===== config.mk =====
export PLATFORM = sky130hd
export DESIGN_NAME = wwfm_ram
export DESIGN_NICKNAME = d
export VERILOG_FILES = /design/src/rtl/wildcard_word_filter_min_macros.svh /design/src/rtl/wwfm_ram.sv
export SDC_FILE = /design/constraint.sdc
export NUM_CORES = 1
export LEC_CHECK = 0
export ABC_CLOCK_PERIOD_IN_PS = 2300
export BUFFER_PORTS_ARGS = -buffer_cell sky130_fd_sc_hd__buf_2
export CAP_MARGIN = 30
export CORE_ASPECT_RATIO = 0.8
export CORE_MARGIN = 5
export CORE_UTILIZATION = 56
export DETAILED_ROUTE_END_ITERATION = 8
export PLACE_DENSITY = 0.75
export RECOVER_POWER = 50
export SKIP_LAST_GASP = 1
export SYNTH_ARGS = -nofsm -noshare
export SYNTH_HDL_FRONTEND = slang
export SYNTH_SLANG_ARGS = --single-unit

===== constraint.sdc =====
create_clock -name clk -period 2.3 [get_ports clk]
set_input_delay 0.575 -clock clk [delete_from_list [all_inputs] [get_ports clk]]
set_output_delay 0.575 -clock clk [all_outputs]
set_load 0.05 [all_outputs]

===== src/rtl/wildcard_word_filter_min_macros.svh =====
// Assertion helpers used by the filter RTL
`ifndef WILDCARD_WORD_FILTER_MIN_MACROS_SVH
`define WILDCARD_WORD_FILTER_MIN_MACROS_SVH

// same-cycle implication, clocked on clk, off during reset
`define WWFM_ASSERT_NOW(lbl, ante, cons, msg) \
	lbl: assert property (@(posedge clk) disable iff (!arst_n) (ante) |-> (cons)) \
		else $error(msg);

// next-cycle implication
`define WWFM_ASSERT_NEXT(lbl, ante, cons, msg) \
	lbl: assert property (@(posedge clk) disable iff (!arst_n) (ante) |=> (cons)) \
		else $error(msg);

`endif


===== src/rtl/wwfm_ram.sv =====
module wwfm_ram #(
	parameter int unsigned WIDTH = 8,
	parameter int unsigned DEPTH = 64
) (
	input  logic                     clk,
	input  logic                     we,
	input  logic [$clog2(DEPTH)-1:0] waddr,
	input  logic [WIDTH-1:0]         wdata,
	input  logic                     re,
	input  logic [$clog2(DEPTH)-1:0] raddr,
	output logic [WIDTH-1:0]         rdata
);

	logic [WIDTH-1:0] mem [DEPTH];

	always_ff @(posedge clk) begin
		if (we) begin
			mem[waddr] <= wdata;
		end
		if (re) begin
			rdata <= mem[raddr];
		end
	end

endmodule


-- Word level (Yosys, flattened, before mapping)
Memory sizes are Yosys's and may differ from the RTL's. A register that Yosys moved wholly into a read port is not among the register bits.
Cells that the tools add are included.
- input port bits: 23
- bits in registers: 0
- word-level logic and storage cells: 3
- RAM bits: 512
- output and inout port bits: 8
- memories kept: 1
- memory list (name ; words ; width ; rd ports ; clocked after memory_dff ; write ports ; line ; source):
    mem ; 64 ; 8 ; 1 ; 1 ; 1 ; wwfm_ram.sv:14 ; logic [WIDTH-1:0] mem [DEPTH];
- multiplexer cells: 2
- operators with widths (operator ; count):
    2-to-1 mux 1 bit ; 2

-- Logic depth before layout (Yosys ltp)
- depth after elaboration: 2
- depth in mapped cells: 9
- depth with buffers taken out: 5

-- Least setup slack after synthesis
OpenSTA, ideal clock, no wires.
- kind: input port to flip-flop
- start point: input port raddr[1]
- end point: register rdata[3], read port of mem (data pin)
- arrival time: 2115 ps
- required time: 2034 ps
- path slack: -81 ps
- cell stages on the path: 7
- setup time: 266 ps
- buffers on the path: 3
- cell sequence: buf_4 > buf_2 > buf_2 > mux4_2 > mux4_2 > o21ai_1 > o41ai_1
- RTL lines (item ; line ; source):
    from (decl) ; wwfm_ram.sv:10 ; input logic [$clog2(DEPTH)-1:0] raddr,
    to (decl) ; wwfm_ram.sv:11 ; output logic [WIDTH-1:0] rdata

==> run summary <==
The critical path class is reg2reg. The largest fanout on the critical path was 1; the number of register bits inferred by synthesis was 520. For this run, the share of the core covered by cells in the final layout is 65.61%. Number of max-capacitance violations reported: 0. The routing layer with the top usage in global route was met2.

The share of synthesized area in the top cell type comes to 77.12%. The logs give 45.69 mm for the total length of routed wires and 2.59 ns for the data required time of the critical path. The critical path contains buffers and inverters numbering 0 combined. The tools report the element type at the critical path end as a register. The clock-pin slew on the worst setup and hold paths was 0.06 ns; the estimated wirelength of the detail-placed design was 29.21 mm.

The floorplan step defined a core boundary enclosing 35840 um^2. The share of post-route cells with drive strength above 1 is 32.93%. The met1 usage in global routing was 35.11%; the starting density of the core was 56.49%.

Counting I/O delays and the setup requirement, the final critical path takes 2.232 ns. Number of warnings reported in the yosys synthesis log: 0. The async set-reset flop share out of synthesis works out to 0%. TritonCTS built the clock tree.

In this run the power density over the cells is 816.4 nW/um^2. Timing would allow up to 448.0 MHz. The final worst clock skew came out at 0.03129 ns. The clock network accounts for 39.2% of the total power. Final hold analysis gives a worst-case slack of 0.5586 ns. In this run the number of cells on the critical path is 5. The tools report the max-slew violation count as 0. In this run the tightest slew margin relative to its limit is 7.756%. The die covers 40080 um^2.

The relative area change from synthesis to final layout was 16.14%. The clock reaches the later pin of the worst-skew pair after 0.58 ns. Traced cell by cell, the critical path runs through mux4_2, mux2_2, o221a_2, nor3_1, o32ai_1. The synthesized area divided by synthesized cell count was 21.54 um^2.

The number of synthesized flops with an enable pin works out to 520. Clock tree synthesis selected as its root buffer the cell clkbuf_16. After synthesis the cells add up to 20250 um^2. Entering global routing, the biggest net connects 65 pins. Data arrives at the worst endpoint at 2.53 ns. The kind of cell adding the most delay to the critical path was multiplexers. Summing the sequential cell areas from Yosys gives 77.12% of the chip area. In this run switching power makes up 20.95% of total power. Leaving out fill and tap cells, the most frequent cell in the layout is edfxtp_1.

Wire length per cell after detailed routing: 27.79 um. Counting every sink on the clock net gives 520. Global routing used 22.98% of the available tracks across all layers.

The number of global-route vias before repair is 10540. For the number of routed nets with antenna violations, the log shows 0. The tools report the post-route DRC violation count as 0. Among all flip-flop cells after synthesis, the most frequent one is edfxtp_1. In the final design database the tool counted 1148 nets. The run finished with clean final reports. The run gives 0 as the number of hold violations in the final report. Cell internal power was estimated by the tool at 15170 uW. The run gives 10224 as the via count. In this run the cell area measured after placement is 22150 um^2.

Portion of the clock cycle consumed by the worst path in the final layout: 97.05%. The die is 222.6 um wide. The number of different library cells used by synthesis comes to 39.

The cell with the largest stage delay on the worst path is mux4_2. The run gives 3.844% as the met3 track utilization from global routing. The logs give 3 for the largest buffer count on any clock path and 1364 for the number of DRC markers in iteration 0. The power share of the combinational group was 5.9%.

Counting instances, the worst hold path has a depth of 3. Cell depth of the worst flop-to-flop path: 5. The transition time of the tightest slew-check pin was 1.384 ns; the die height was 180.1 um. edfxtp_1 takes more of the synthesized area than any other cell. The logs give 23510 um^2 for the area of all placed cells without fillers and 0 for the total of endpoints with negative setup slack in the final report. The run gives 4022 uW as the net switching power of the design. By area the synthesized netlist is led by edfxtp_1 (77%), mux4_2 (14%), nor2_1 (1.5%). Class of the tightest hold or removal check: in2reg. Summed over all cells, the static leakage comes to 0.007647 uW. The synthesized netlist cell count was 940. The number of nets handed over by synthesis was 963. The filler cells instantiated in the layout total 2355. The total design power came out at 19200 uW. Setup repair after global routing left no endpoint under its margin.

Critical path startpoint category: a register. For the maximum ir drop on the vdd rail, the log shows 0.0005971 V. For the placement row count, the log shows 62. The average via count per standard cell was 6.219; the total clock buffers created by CTS was 48. The library cells used most frequently in the layout, excluding fill and tap cells, are edfxtp_1 (520), buf_4 (131), mux4_2 (126). The initial antenna violation count came out at 1. The first global-routing pass estimated 68.77 mm of wire. The congestion estimate from routability-driven global placement came to 0.9433. During placement, the flow inserted port buffers numbering 30. Global routing finished with a remaining overflow of 0. 31 I/O pins were placed. The maximum level of the CTS H-tree was 2; the stage delay of the slowest cell on the critical path was 0.52 ns.

In the global route stage, met2 resource usage came out at 35.57%. Of the total power, registers draw 54.9%. The run gives 7 as the detailed-routing iteration count for the pre-antenna-repair pass.
Yosys cell counts, types with 4 or more instances:
| master | instances |
|---|---|
| a211oi_1 | 4 |
| nor2b_1 | 14 |
| nand3_1 | 13 |
| buf_4 | 13 |
| buf_6 | 4 |
| clkbuf_1 | 17 |
| o22ai_1 | 8 |
| nand2b_1 | 7 |
| a221oi_1 | 6 |
| nand2_1 | 19 |
| edfxtp_1 | 520 |
| nor2_1 | 83 |
| mux2i_1 | 23 |
| buf_2 | 11 |
| nor3_1 | 7 |
| mux4_2 | 126 |
| buf_1 | 4 |
| o221ai_1 | 8 |
| mux2_2 | 13 |
stage by stage:
step                      instances  setup TNS [ns]  setup WS, ns
after global placement         1554          -2.985       -0.5274
after global routing           1644               0       0.05104
after detailed placement       1555          -3.236       -0.6085
final                          1644               0       0.06796
after floorplan                 940               0       0.01084
after CTS                      1643               0       0.06064
state kept, by name (all words and copies together) (netlist names):
register,flops
mem,512
rdata,8
power groups by stage:
stage,clock network [uW],registers [uW],logic [uW]
finish,7520,10500,1130
CTS,7630,10500,1150
global placement,0,10700,1110
detailed placement,0,10700,1140
global route,8070,10500,1190
floorplan,0,10800,563
logic make-up after synthesis:
logic type / Yosys count / share of synthesized area, %
buffers and inverters: 51 / 1.563
AOI/OAI and AO/OA: 54 / 2.064
and+or+nand+nor: 153 / 3.374
DFF: 520 / 77.12
muxes: 162 / 15.88
worst min-delay path, stage by stage:
cell and delay [ns]:
buf_2 0.21, nand3_1 0.11, o32ai_1 0.06
routing by layer:
metal	wire length, um	vias to the layer above
met5	0	-
li1	-	4312
met2	21580	560
met1	18710	5276
met4	1150	0
met3	4250	76
final timing paths:
check        endpoint  slack (ns)       start
max          rdata[4]        0.07  mem[29][4]
min reg2reg  rdata[4]        0.93  mem[31][4]
max reg2reg  rdata[4]        0.07  mem[29][4]
min          rdata[6]        0.56    raddr[5]
layout make-up:
class                   instances  area (um^2)  area share, %
flip-flops and latches        520        15620          66.41
multi-input cells             369         4320          18.37
repair buffers                186         1496          6.364
clock buffers                  61         1292          5.497
well taps                     480        600.6          2.554
clock inverters                27        186.4         0.7928
diodes                          1        2.502        0.01064
what timing repair did:
| action | in CTS | in global routing |
|---|---|---|
| setup endpoints to repair | 1 | 0 |
| gates resized for setup | 1 | 0 |
| hold buffers | 0 | 0 |
| buffers inserted | 0 | 0 |
Note: power is estimated with default switching activity, not from simulation.
